## config.mk

```make
export PLATFORM = sky130hd
export DESIGN_NAME = pfra_ram
export DESIGN_NICKNAME = d
export VERILOG_FILES = /design/src/sv/pfra_ram.sv
export SDC_FILE = /design/constraint.sdc
export NUM_CORES = 1
export LEC_CHECK = 0
export CORE_AREA = 5 5 207 209
export DETAILED_ROUTE_END_ITERATION = 10
export DIE_AREA = 0 0 212 214
export DONT_BUFFER_PORTS = 1
export HOLD_SLACK_MARGIN = 0.12
export PLACE_DENSITY = 0.77
export SYNTH_ARGS = -nofsm -noshare
export SYNTH_HDL_FRONTEND = slang
export SYNTH_SLANG_ARGS = --single-unit
```

## constraint.sdc

```tcl
create_clock -name clk -period 1.8 [get_ports clk]
set_input_delay 0.27 -clock clk [delete_from_list [all_inputs] [get_ports clk]]
set_output_delay 0.27 -clock clk [all_outputs]
set_load 0.1 [all_outputs]
```

## src/sv/pfra_ram.sv

```systemverilog
`timescale 1ns / 1ps

module pfra_ram #(
    parameter int DEPTH = 64,
    parameter int WIDTH = 8
) (
    input  logic                     clk,
    input  logic                     we,
    input  logic [$clog2(DEPTH)-1:0] waddr,
    input  logic [WIDTH-1:0]         wdata,
    input  logic [$clog2(DEPTH)-1:0] raddr,
    output logic [WIDTH-1:0]         rdata
);

    logic [WIDTH-1:0] mem [DEPTH];
    logic [WIDTH-1:0] rdata_reg;

    always_ff @(posedge clk)
    begin
        if (we)
        begin
            mem[waddr] <= wdata;
        end
        rdata_reg <= mem[raddr];
    end

    assign rdata = rdata_reg;

endmodule

```

; ---- After elaboration in Yosys (flattened, before gate mapping)
; Memories as Yosys holds them, arrays and structs flattened. A register that Yosys moved wholly into a read port is not among the register bits.
; Cells that the tools add are included.
[classes]
muxes = 2
[ops]
columns = op, n
row1 = two-way mux 1 bit, 2
[totals]
register_bits = 0
mem_bits_rw = 512
out_inout_bits = 8
word_cells = 3
mem_count = 1
[mem_list]
columns = memory, depth, width, rd, rd_clocked_by_memory_dff, wr, line_no
row1 = mem, 64, 8, 1, 1, 1, 15  ; logic [WIDTH-1:0] mem [DEPTH];

; ---- Longest topological paths before layout
[logic_depth]
word_depth = 2
depth_mapped = 9
ltp_nobuf = 5

; ---- Worst setup path after synthesis
; Ideal clock, no wire load.
[synth_timing]
kind = input -> register
start = input raddr[1]
end = register rdata_reg[3], in the netlist rdata[3], read port of mem
arrival_ps = 1810
required_time_ps = 1672
setup_slack_ps = -138
path_stages = 7
path_buffers = 3
path_cell_list = buf_4 > buf_2 > buf_2 > mux4_2 > mux4_2 > o21ai_1 > o41ai_1
[synth_lines]
columns = item, line_no
row1 = start: declaration, 11  ; input logic [$clog2(DEPTH)-1:0] raddr,
row2 = end: declaration, 16  ; logic [WIDTH-1:0] rdata_reg;

==> key figures <==
Yosys
  • Mux cell area share after synthesis: 0.1594
  • Count of unique library cells instantiated by Yosys: 40
  • Main combinational cell family by area after synthesis: multiplexers
  • Synth top area share: 0.7624
  • Synthesized area per cell: 21.45 um2
  • Simple-Gate Fraction of Synth Area: 0.03388
  • Commonest register cell after synthesis: edfxtp_1
  • Cell Area, Synth: 20170 um2
  • Syn Nets: 962
  • Xor-xnor portion of the synthesized cell area: 0
  • Gate Count Post-Synth: 940
  • Synth Register Bits: 520
  • Yosys Warn Count: 0
  • Post-synthesis adder-cell area fraction: 0
  • Post-synth EDFFs: 512
  • Largest area contributor in the netlist: edfxtp_1
  • Asr flop ratio synth: 0
  • Largest cells by area after synthesis: edfxtp_1 76%, mux4_2 14%, nor2_1 1.5%, mux2i_1 1.1%, dfxtp_1 0.79%
  • Sequential fraction of the synthesis area: 0.7703
  • Compound-Gate Fraction of Synth Area: 0.02072

Run
  • Max Cap Viol: 0

Floorplan
  • Die ar.: 45370 um2
  • Die W: 212 um
  • FP Rows: 74
  • Initial Util: 0.4962
  • Top Ports: 30
  • Die height: 214 um
  • CORE AREA: 40650 um2

Timing
  • Max-slew headroom: 0.4840
  • Final min period: 1.872 ns
  • Setup slack after layout: -0.07250 ns
  • RSZ-0062 raised after global routing: yes
  • Setup TNS: -0.1385 ns
  • Fmax: 534.0 MHz
  • Slew @ Worst Pin: 0.7714 ns
  • Final period util: 1.040
  • Final setup vio count: 2
  • Final hold vios: 8
  • Final hold slack: -0.1600 ns
  • Fin Clk Skew: 0.01018 ns
  • Pins over their slew limit: 0

Setup path
  • Worst Setup Start Kind: register
  • Worst Path Class, Setup: register to register
  • Critical path required time: 2.24 ns
  • Crit Path Max Fanout: 1
  • Arr. time, crit path: 2.31 ns
  • Worst Setup End Kind: register

GRT
  • Initial antenna violation count: 0
  • Largest net degree at the start of global routing: 138
  • Vias in the first global route: 10040
  • Global-route wire length before repair: 63.67 mm
  • GRT Total Usage: 0.1871
  • GRT overflow: 0

Detailed routing
  • Post-route antenna net violation count: 0
  • First-pass DRT Iterations: 4
  • Routed length on met3: 3.236 mm
  • Top layer in use: met4
  • Drt wl/cell: 26.03 um
  • Routed vias: 9833
  • Met2 wire len: 21.48 mm
  • DRT Wirelength: 42.61 mm
  • Initial DRC Count: 1173
  • WL met1: 16.31 mm
  • Drt drc: 0
  • Routed vias/inst: 6.007

Placement
  • Final RePlAce weighted congestion: 0.8248
  • DP Wirelength: 24.50 mm
  • # port buffers: 0
  • Pre-CTS WS: -0.2008 ns

Layout
  • Layout cells sized above 1: 0.3034
  • Most frequent cells in the layout: 512 x edfxtp_1, 126 x mux4_2, 108 x buf_4
  • Most common cell after layout, fill and taps aside: edfxtp_1
  • Layout area overhead: 15.73%
  • Max FFs per register: 512
  • Fin nets: 1090

Power
  • Pwr dens: 1055 nW/um2
  • VDD IR max: 0.6645 mV
  • Static leakage: 7.465 nW

Clocking
  • Clk_lat worst skew: 0.56 ns
  • Clk slew on worst S/H paths: 0.06 ns
  • Clock sinks: 520
  • CTS tree: done
  • CTS Root Cell: clkbuf_16
  • Max Root-Sink Buffers: 3
  • Htree depth: 2
  • Post-CTS Setup Bufs: 0
  • Cts bufs inserted: 48

Min path
  • Worst Hold Class: primary input to register

Status
  • Failing checks: hold timing, setup timing
  • Status: complete, but fails checks
[metrics by stage]
stage / utilization / cell area (um2) / hold WS [ns] / std cells / total power [mW]
after floorplan: - / 20210 / 0.3689 / 940 / 14.58
after global placement: 0.5247 / 21330 / 0.3756 / 1529 / 14.61
after detailed placement: 0.5247 / 21330 / 0.3746 / 1529 / 14.62
after CTS: 0.5724 / 23260 / -0.1797 / 1635 / 24.72
after global routing: 0.5741 / 23340 / -0.1799 / 1636 / 25.36
final: 0.5742 / 23340 / -0.1600 / 1637 / 24.63
[layer usage]
| layer | global-route usage | up-vias |
|---|---|---|
| li1 | - | 4178 |
| met1 | 0.2569 | 5078 |
| met2 | 0.3061 | 484 |
| met3 | 0.03204 | 93 |
| met4 | 0.06678 | 0 |
| met5 | 0 | - |
[repair_timing]
action / CTS / global route
hold endpoints to repair: 542 / 8
endpoints found under the setup margin: 5 / 8
resized for setup: 13 / 10
hold buffers: 20 / 1
pin swaps: 2 / 1
[worst max-delay path, stage by stage, from the launching register on]
cell	delay (ns)
edfxtp_1	0.40
mux4_2	0.50
mux4_2	0.53
nor2_4	0.14
nor3_4	0.07
o2bb2ai_1	0.12
[where the power goes]
group          total, mW  leakage [nW]  internal, mW  switching [mW]
Clock               9.95         0.752          5.81            4.14
Combinational       1.24          2.04         0.537           0.703
Sequential          13.4          4.67          13.4          0.0447
Total               24.6          7.47          19.7            4.88
[area by class of cell]
cell class	count	area, um2
clock buffers	63	1309
repair buffers	129	1171
well taps	532	665.6
multi-input cells	369	4427
fillers	2760	17310
clock inverters	23	229.0
diodes	1	2.502
flip-flops and latches	520	15530
[cell families after synthesis]
logic type             after synthesis
DFF                                520
muxes                              162
and+or+nand+nor                    153
AOI/OAI and AO/OA                   54
buffers and inverters               51
[cell usage after synthesis, drive strengths merged (6+ instances only)]
master	n
clkbuf	17
nand3	13
o22ai	8
dfxtp	8
nand2b	7
nand2	19
buf	34
mux2i	23
mux4	126
edfxtp	512
nor3	7
nor2b	14
a221oi	6
nor2	83
o221ai	8
mux2	13
[final timing paths]
check | start | end | slack (ns) | cells after the start
worst min-delay path | raddr[5] | rdata[3] | -0.16 | 1
worst max register to register | mem[15][2] | rdata[2] | -0.07 | 5
worst min register to register | mem[26][4] | rdata[4] | 0.84 | 3
worst max-delay path | mem[15][2] | rdata[2] | -0.07 | 5
Note: power is estimated with default switching activity, not from simulation.
