--- src/sv/pfra_pkg.sv ---
`timescale 1ns / 1ps

package pfra_pkg;

    localparam int FRAMES     = 4096;
    localparam int PAGE_SHIFT = 12;
    localparam int ADDR_W     = 32;
    localparam int COUNT_W    = 8;
    localparam int FRAME_W    = $clog2(FRAMES);
    localparam int PFN_W      = ADDR_W - PAGE_SHIFT;
    localparam int WORD_BITS  = 64;
    localparam int WORD_W     = $clog2(WORD_BITS);
    localparam int WORDS      = FRAMES / WORD_BITS;
    localparam int WIDX_W     = $clog2(WORDS);
    localparam int CFG_IDX_W  = 1;

    localparam logic [ADDR_W-1:0]  LOW_BASE         = 32'h0010_0000;
    localparam logic [ADDR_W-1:0]  MAIN_START_RESET = 32'h0040_0000;
    localparam logic [ADDR_W-1:0]  HIGH_MEM_RESET   = 32'h0100_0000;
    localparam logic [COUNT_W-1:0] RESERVED_MARK    = 8'd100;
    localparam logic [COUNT_W-1:0] COUNT_MAX        = 8'hFF;

    localparam logic [CFG_IDX_W-1:0] REG_MAIN_START  = 1'b0;
    localparam logic [CFG_IDX_W-1:0] REG_HIGH_MEMORY = 1'b1;

    typedef enum logic [1:0] {
        OP_ALLOC  = 2'd0,
        OP_FREE   = 2'd1,
        OP_ADDREF = 2'd2,
        OP_INIT   = 2'd3
    } op_t;

    typedef enum logic [2:0] {
        ST_OK     = 3'd0,
        ST_OOM    = 3'd1,
        ST_BELOW  = 3'd2,
        ST_BEYOND = 3'd3,
        ST_FREE   = 3'd4,
        ST_SAT    = 3'd5
    } status_t;

    typedef enum logic [3:0] {
        S_CLEAR,
        S_IDLE,
        S_SETUP,
        S_SWEEP,
        S_CHECK,
        S_UPD,
        S_ALLOC,
        S_ALLOC_WR,
        S_DONE
    } state_t;

    typedef struct packed {
        logic                 cnt_we;
        logic [FRAME_W-1:0]   cnt_addr;
        logic [COUNT_W-1:0]   cnt_data;
        logic                 map_we;
        logic [WIDX_W-1:0]    map_addr;
        logic [WORD_BITS-1:0] map_data;
        logic                 done;
    } sweep_wr_t;

    function automatic logic [WORD_W-1:0] first_bit(input logic [WORD_BITS-1:0] v);
        logic [WORD_W-1:0] r;
        r = '0;
        for (int i = WORD_BITS - 1; i >= 0; i--)
        begin
            if (v[i])
            begin
                r = WORD_W'(i);
            end
        end
        return r;
    endfunction

    function automatic logic [WIDX_W-1:0] first_word(input logic [WORDS-1:0] v);
        logic [WIDX_W-1:0] r;
        r = '0;
        for (int i = WORDS - 1; i >= 0; i--)
        begin
            if (v[i])
            begin
                r = WIDX_W'(i);
            end
        end
        return r;
    endfunction

endpackage

--- src/sv/pfra_sweep.sv ---
`timescale 1ns / 1ps

module pfra_sweep (
    input  logic                        clk,
    input  logic                        rst_n,
    input  logic                        start,
    input  logic [pfra_pkg::PFN_W-1:0]  first,
    input  logic [pfra_pkg::PFN_W:0]    stop,
    output pfra_pkg::sweep_wr_t         wr
);

    logic                               active_reg, active_next;
    logic [pfra_pkg::FRAME_W-1:0]       idx_reg, idx_next;
    logic [pfra_pkg::WORD_BITS-1:0]     acc_reg, acc_next;
    logic [pfra_pkg::PFN_W:0]           idx_ext;
    logic                               in_range;
    logic                               last;
    logic [pfra_pkg::WORD_BITS-1:0]     word;

    assign idx_ext  = (pfra_pkg::PFN_W + 1)'(idx_reg);
    assign in_range = (idx_ext >= {1'b0, first}) && (idx_ext < stop);
    assign last     = idx_reg == pfra_pkg::FRAME_W'(pfra_pkg::FRAMES - 1);

    always_comb
    begin
        word = acc_reg;
        word[idx_reg[pfra_pkg::WORD_W-1:0]] = in_range;
    end

    always_comb
    begin
        wr.cnt_we   = active_reg;
        wr.cnt_addr = idx_reg;
        wr.cnt_data = in_range ? '0 : pfra_pkg::RESERVED_MARK;
        wr.map_we   = active_reg && (&idx_reg[pfra_pkg::WORD_W-1:0]);
        wr.map_addr = idx_reg[pfra_pkg::FRAME_W-1:pfra_pkg::WORD_W];
        wr.map_data = word;
        wr.done     = active_reg && last;
    end

    always_comb
    begin
        active_next = active_reg;
        idx_next    = idx_reg;
        acc_next    = acc_reg;
        if (start)
        begin
            active_next = 1'b1;
            idx_next    = '0;
            acc_next    = '0;
        end
        else if (active_reg)
        begin
            idx_next = idx_reg + 1'b1;
            acc_next = (&idx_reg[pfra_pkg::WORD_W-1:0]) ? '0 : word;
            if (last)
            begin
                active_next = 1'b0;
            end
        end
    end

    // reset starts the clearing pass straight away
    always_ff @(posedge clk or negedge rst_n)
    begin
        if (!rst_n)
        begin
            active_reg <= 1'b1;
            idx_reg    <= '0;
            acc_reg    <= '0;
        end
        else
        begin
            active_reg <= active_next;
            idx_reg    <= idx_next;
            acc_reg    <= acc_next;
        end
    end

endmodule

--- config.mk ---
export PLATFORM = sky130hd
export DESIGN_NAME = pfra_sweep
export DESIGN_NICKNAME = d
export VERILOG_FILES = /design/src/sv/pfra_pkg.sv /design/src/sv/pfra_sweep.sv
export SDC_FILE = /design/constraint.sdc
export NUM_CORES = 1
export LEC_CHECK = 0
export CAP_MARGIN = 0
export CORE_UTILIZATION = 50
export CTS_CLUSTER_DIAMETER = 40
export DETAILED_ROUTE_END_ITERATION = 10
export DONT_BUFFER_PORTS = 1
export GPL_ROUTABILITY_DRIVEN = 0
export PLACE_DENSITY = 0.68
export SLEW_MARGIN = 30
export SYNTH_ARGS = -nofsm -noshare
export SYNTH_HDL_FRONTEND = slang
export SYNTH_SLANG_ARGS = --single-unit
--- constraint.sdc ---
create_clock -name clk -period 2.8 [get_ports clk]
set_input_delay 0.28 -clock clk [delete_from_list [all_inputs] [get_ports clk]]
set_output_delay 0.28 -clock clk [all_outputs]
set_load 0.1 [all_outputs]
# Yosys cells after proc, flatten, opt, wreduce, memory -nomap -nowiden
# Index checks and enable logic that the tools add are counted.
[totals]
in_bits = 44
output_inout_bits = 93
elab_cells = 27
regBits = 77
[op_classes]
n_eq_ne = 1
addsub = 1
order_cmp = 4
n_mux = 12
n_reduce_logical = 6
[ops]
columns = ["op", "count"]
rows = [
  ["64-bit 2-to-1 mux", 3],
  ["64-bit bitwise mux", 1],
  ["12-bit 2-to-1 mux", 2],
  ["12-bit by 21-bit less-than comparator with 1-bit output", 1],
  ["12-bit by 20-bit >= comparator with 1-bit output", 1],
  ["12-bit by 1-bit adder with 12-bit output, second input constant", 1],
  ["12-bit equality test, second input constant", 1],
  ["6-bit by 7-bit less-than comparator with 1-bit output, second input constant", 1],
  ["7-bit 2-to-1 mux", 1],
  ["1-bit demux with 6-bit select", 1],
  ["6-bit by 1-bit >= comparator with 1-bit output, second input constant", 1],
  ["6-bit AND reduction", 1],
  ["1-bit logical AND", 4],
  ["1-bit 2-to-1 mux", 4],
  ["2-bit nonzero test", 1],
]

# Longest topological paths before layout
[logic_depth]
depth_word = 8
mapped_depth = 11

# Worst setup path before layout
# Ideal clock, no wire load.
[synth_timing]
path_type = "register to output"
start = "register idx_reg[10] in the netlist's numbering"
end = "output port wr[10] in the netlist's numbering"
arrival_ps = 4748
path_stages_with_launch = 9
setup_slack_ps = -2228
required_ps = 2520
n_path_buf = 2
cell_sequence = "dfrtp_1 ha_1 a21o_1 a21o_1 a221oi_2 o41ai_2 buf_4 buf_2 o31ai_1"
[synth_lines]
columns = ["item", "line", "source"]
rows = [
  ["start: declaration", "pfra_sweep.sv:13", "logic [pfra_pkg::FRAME_W-1:0] idx_reg, idx_next;"],
  ["start signal: assignment", "pfra_sweep.sv:75", "idx_reg <= idx_next;"],
  ["end: declaration", "pfra_sweep.sv:9", "output pfra_pkg::sweep_wr_t wr"],
]

==> results <==
- The worst clock skew is 0.008619 ns.
- The launching point of the worst reg2reg path is idx_reg[4]$_DFFE_PN0P_.
- The count of unresolved DRC violations after routing is 32.
- The fraction of layout cells with a size suffix above 1 is 42.35%.
- The number of setup violations in the final report is 67.
- The synthesized instance count is ~700.
- The share of the core filled with cells in the final layout is 85.12%.
- The checks that failed: design-rule violations, negative setup slack.
- In this run the core area contains 39 standard-cell rows.
- For the worst-skew pair, the clock arrives at the later sink with an insertion delay of 0.36 ns.
- Setup repair after global routing could not meet its margin everywhere.
- The startpoint kind of the worst setup timing path is a flip-flop.
- The flow ran to the end, but the final reports show violations.
- The cell area after synthesis is 0.005968 mm².
- The vertical extent of the die is 111.3 µm.
- The count of endpoints failing hold in the final timing report is 0.
- The leakage dissipation is 4.039 nW.
- The initial utilization of the core area, before any placement, comes to 51.83%.
- The die covers 0.01238 mm².
- The setup check on the worst reg-to-reg path leaves a slack of about 0.030 ns.
- Timing analysis after detailed placement gives a worst setup slack of -0.07926 ns.
- At the pin with the least slew margin, the transition time is just over 0.7 ns.
- The number of buffers inserted during clock tree synthesis is 9.
- The final global-route overflow total is 0.
- The via count of the first global-routing pass came to 6489.
- The most used flip-flop cell after synthesis is sky130_fd_sc_hd__dfrtp_1.
- The TritonCTS sink count is 77.
- The final setup slack of the worst path is -0.3560 ns.
- Based on the critical path, the design can be clocked at up to 316.9 MHz.
- The global-route usage over all layers is 34.93%.
- The root buffer cell chosen for the clock tree is sky130_fd_sc_hd__clkbuf_16.
- The critical-path cell with the highest stage delay is sky130_fd_sc_hd__dfrtp_4.
- The final number of max-transition violations is 0.
- The H-tree depth is 3.
- The register clock-pin slew on the reported worst setup and hold paths is 0.06 ns.
- In this run the worst setup path begins at idx_reg[2]$_DFFE_PN0P_.
- TritonCTS built the clock tree.
- The placed instances occupy a cell area of 0.008836 mm².
- The most critical setup path has its endpoint at wr[54].
- The worst-case IR drop observed on VDD is ~0.25 mV.
- Yosys printed 0 warnings.
- The area growth from synthesis to layout is 64.23%.
- In this run the tightest slew margin relative to its limit is 52.91%.
- The count of cells along the worst register-to-register path is 9.
- Entering global routing, the biggest net connects 129 pins.
- The diode insertion count for antenna repair is 0.
- The worst register-to-register path ends at acc_reg[21]$_DFFE_PN0P_.
- The nature of the critical path endpoint is an output pin.
- The first global-routing pass estimated roughly 34000 µm of wire.
- The number of different library cells in the post-synthesis netlist is 42.
- The cell area after layout is between 0.009 and 0.01 mm².
- Walking the worst path, the cells encountered are ha_4, a211o_1, a31oi_4, o221ai_4, a221oi_4, buf_12, buf_12, buf_12, o31ai_4, buf_12.
- Counting flops with a built-in enable in the synthesized netlist gives 0.
- The total power density per cell area is between 200 and 300 mW/mm².
- Once detail routing completed, the nets flagged for antenna violations numbered 0.
- The initial antenna violation count came to 0.
- The placeable core region is 0.01152 mm².
- Port buffering added 0 buffers.
- In this run the horizontal extent of the chip is 111.3 µm.
- The path class of the tightest hold or removal check is in -> reg.
- For the final routed database, the setup TNS stands at -19.92 ns.
- The HPWL reported at the end of detailed placement is 12510 µm.
- The worst setup path is of the reg -> out kind.
- The time the final worst path needs with I/O delays and setup is approximately 3.2 ns.
- The final-stage net count is just under 900.
- The first-pass iteration count of the detailed router is 8.
- After synthesis, the share of flip-flops with an asynchronous set or reset is 100.0%.
- The final wirelength is 21400 µm.
- For this design the top-level I/O count stands at about 140.
- The via count is 6383.
- Summing the sequential cell areas from Yosys gives 32.31% of the chip area.
- The first-iteration detailed-routing DRC count is between 500 and 600.
- The number of maximum-capacitance violations is 0.
- The synthesized design contains 77 register bits.
- The mean cell area of the mapped netlist is ~8.5 µm².
- The required time at the endpoint of the critical path is 2.52 ns.
- The largest fanout on the critical path is 6.
- The largest incremental delay on the critical path is ~0.49 ns.
- The most common cell type on the critical path is sky130_fd_sc_hd__buf_12.
- After detailed routing, the number of vias per cell comes to 6.698.
- In this run the deepest clock path goes through 2 buffers.
- STA puts the critical path data arrival time at between 2 and 3 ns.
- The average wire length per cell after detail routing is approximately 22 µm.
- The flip-flop count of the largest register, all copies and words added is 64.
- After layout, the worst path uses 112.7% of the clock period.
- On the final layout, the worst hold slack is ~0.0048 ns.
-- stage by stage --
step	power (mW)	std cells
floorplan	1.367	708
global placement	1.424	894
detailed placement	1.435	894
CTS	2.576	948
global route	2.678	953
finish	2.612	953
-- worst max-delay path, delay by kind of cell, from the launching register on --
| kind | cells | cell delay [ns] |
|---|---|---|
| AO/OA/AOI/OAI | 5 | 1.13 |
| buffers and inverters | 4 | 0.64 |
| flip-flops | 1 | 0.49 |
| adder cells (fa/ha/maj) | 1 | 0.25 |
-- cell type report --
| class | instances | area [µm²] |
|---|---|---|
| Clock buffer | 15 | 267.8 |
| Inverter | 24 | 92.59 |
| Timing Repair Buffer | 178 | 2669 |
| Tap cell | 143 | 178.9 |
| Multi-Input combinational cell | 515 | 4618 |
| Sequential cell | 77 | 1971 |
| Clock inverter | 1 | 5.005 |
| Fill cell | 576 | 1714 |
-- cells in the mapped netlist, drive strengths merged (2+ instances only) --
cell | n | area, µm²
nand2 | 140 | 525.5
dfrtp | 76 | 1902
a21oi | 71 | 355.3
o21ai | 68 | 340.3
o41ai | 65 | 914.6
o31ai | 64 | 480.5
buf | 50 | 322.8
clkbuf | 42 | 157.7
ha | 24 | 300.3
inv | 24 | 90.09
nor2 | 16 | 60.06
and3 | 6 | 37.54
nor3b | 6 | 75.07
xor2 | 6 | 52.55
nor3 | 5 | 25.02
a21o | 4 | 30.03
and4 | 3 | 26.28
nand2b | 3 | 18.77
nand3 | 3 | 15.01
nand4 | 3 | 18.77
nor4 | 3 | 18.77
or3 | 3 | 18.77
xnor2 | 3 | 26.28
a221oi | 2 | 30.03
-- logic make-up (layout without fill, tap and decap cells) --
kind of cell | count (synthesis) | count (layout) | share of synthesized area (%)
AO/OA/AOI/OAI | 281 | 281 | 36.98
AND/OR/NAND/NOR | 195 | 195 | 14.57
buffers and inverters | 116 | 218 | 9.560
flip-flops | 77 | 77 | 32.31
adder cells (fa/ha/maj) | 24 | 24 | 5.031
XOR/XNOR | 9 | 9 | 1.321
other | 1 | 5 | 0.06283
multiplexers | 1 | 1 | 0.1677
-- worst min path at each step --
stage	startpoint	end	slack [ns]	cells after the start
global placement	rst_n	acc_reg[57]$_DFFE_PN0P_	-0.01	0
floorplan	rst_n	acc_reg[0]$_DFFE_PN0P_	-0.02	0
CTS	start	idx_reg[2]$_DFFE_PN0P_	0.004	1
global route	start	idx_reg[0]$_DFFE_PN0P_	0.002	1
detailed placement	rst_n	acc_reg[57]$_DFFE_PN0P_	-0.01	0
finish	start	idx_reg[0]$_DFFE_PN0P_	0.005	1
-- cells in the final DEF, fill, tap and decap left out, types with 6 or more instances in the layout --
cell type / n
sky130_fd_sc_hd__buf_12: 86
sky130_fd_sc_hd__a21oi_1: 71
sky130_fd_sc_hd__o41ai_1: 18
sky130_fd_sc_hd__buf_4: 71
sky130_fd_sc_hd__dfrtp_1: 64
sky130_fd_sc_hd__o41ai_2: 45
sky130_fd_sc_hd__buf_6: 7
sky130_fd_sc_hd__ha_4: 9
sky130_fd_sc_hd__inv_1: 23
sky130_fd_sc_hd__clkbuf_16: 11
sky130_fd_sc_hd__xor2_1: 6
sky130_fd_sc_hd__nor3b_2: 6
sky130_fd_sc_hd__ha_1: 15
sky130_fd_sc_hd__o31ai_4: 64
sky130_fd_sc_hd__dfrtp_4: 11
sky130_fd_sc_hd__nor2_1: 15
sky130_fd_sc_hd__nand2_1: 138
sky130_fd_sc_hd__o21ai_0: 67
-- routing by layer --
layer | global-route usage (%) | part of all wire (%)
met5 | 0 | 0
met4 | 19.37 | 4.2
met3 | 5.960 | 5.5
met2 | 59.71 | 52
met1 | 41.65 | 39
-- power by group --
part           total [mW]  internal, mW  switching, mW
clock network        1.13         0.650          0.485
registers            1.12          1.12        0.00302
logic               0.356        0.0986          0.258
-- repair_timing --
item	in CTS	in global routing
hold buffers	3	0
gates cloned	6	2
endpoints found under the hold margin	87	0
setup endpoints to repair	67	77
pin swaps	37	17
gates resized for setup	12	18
setup buffers	29	4
Power figures use the tool's default switching activity.
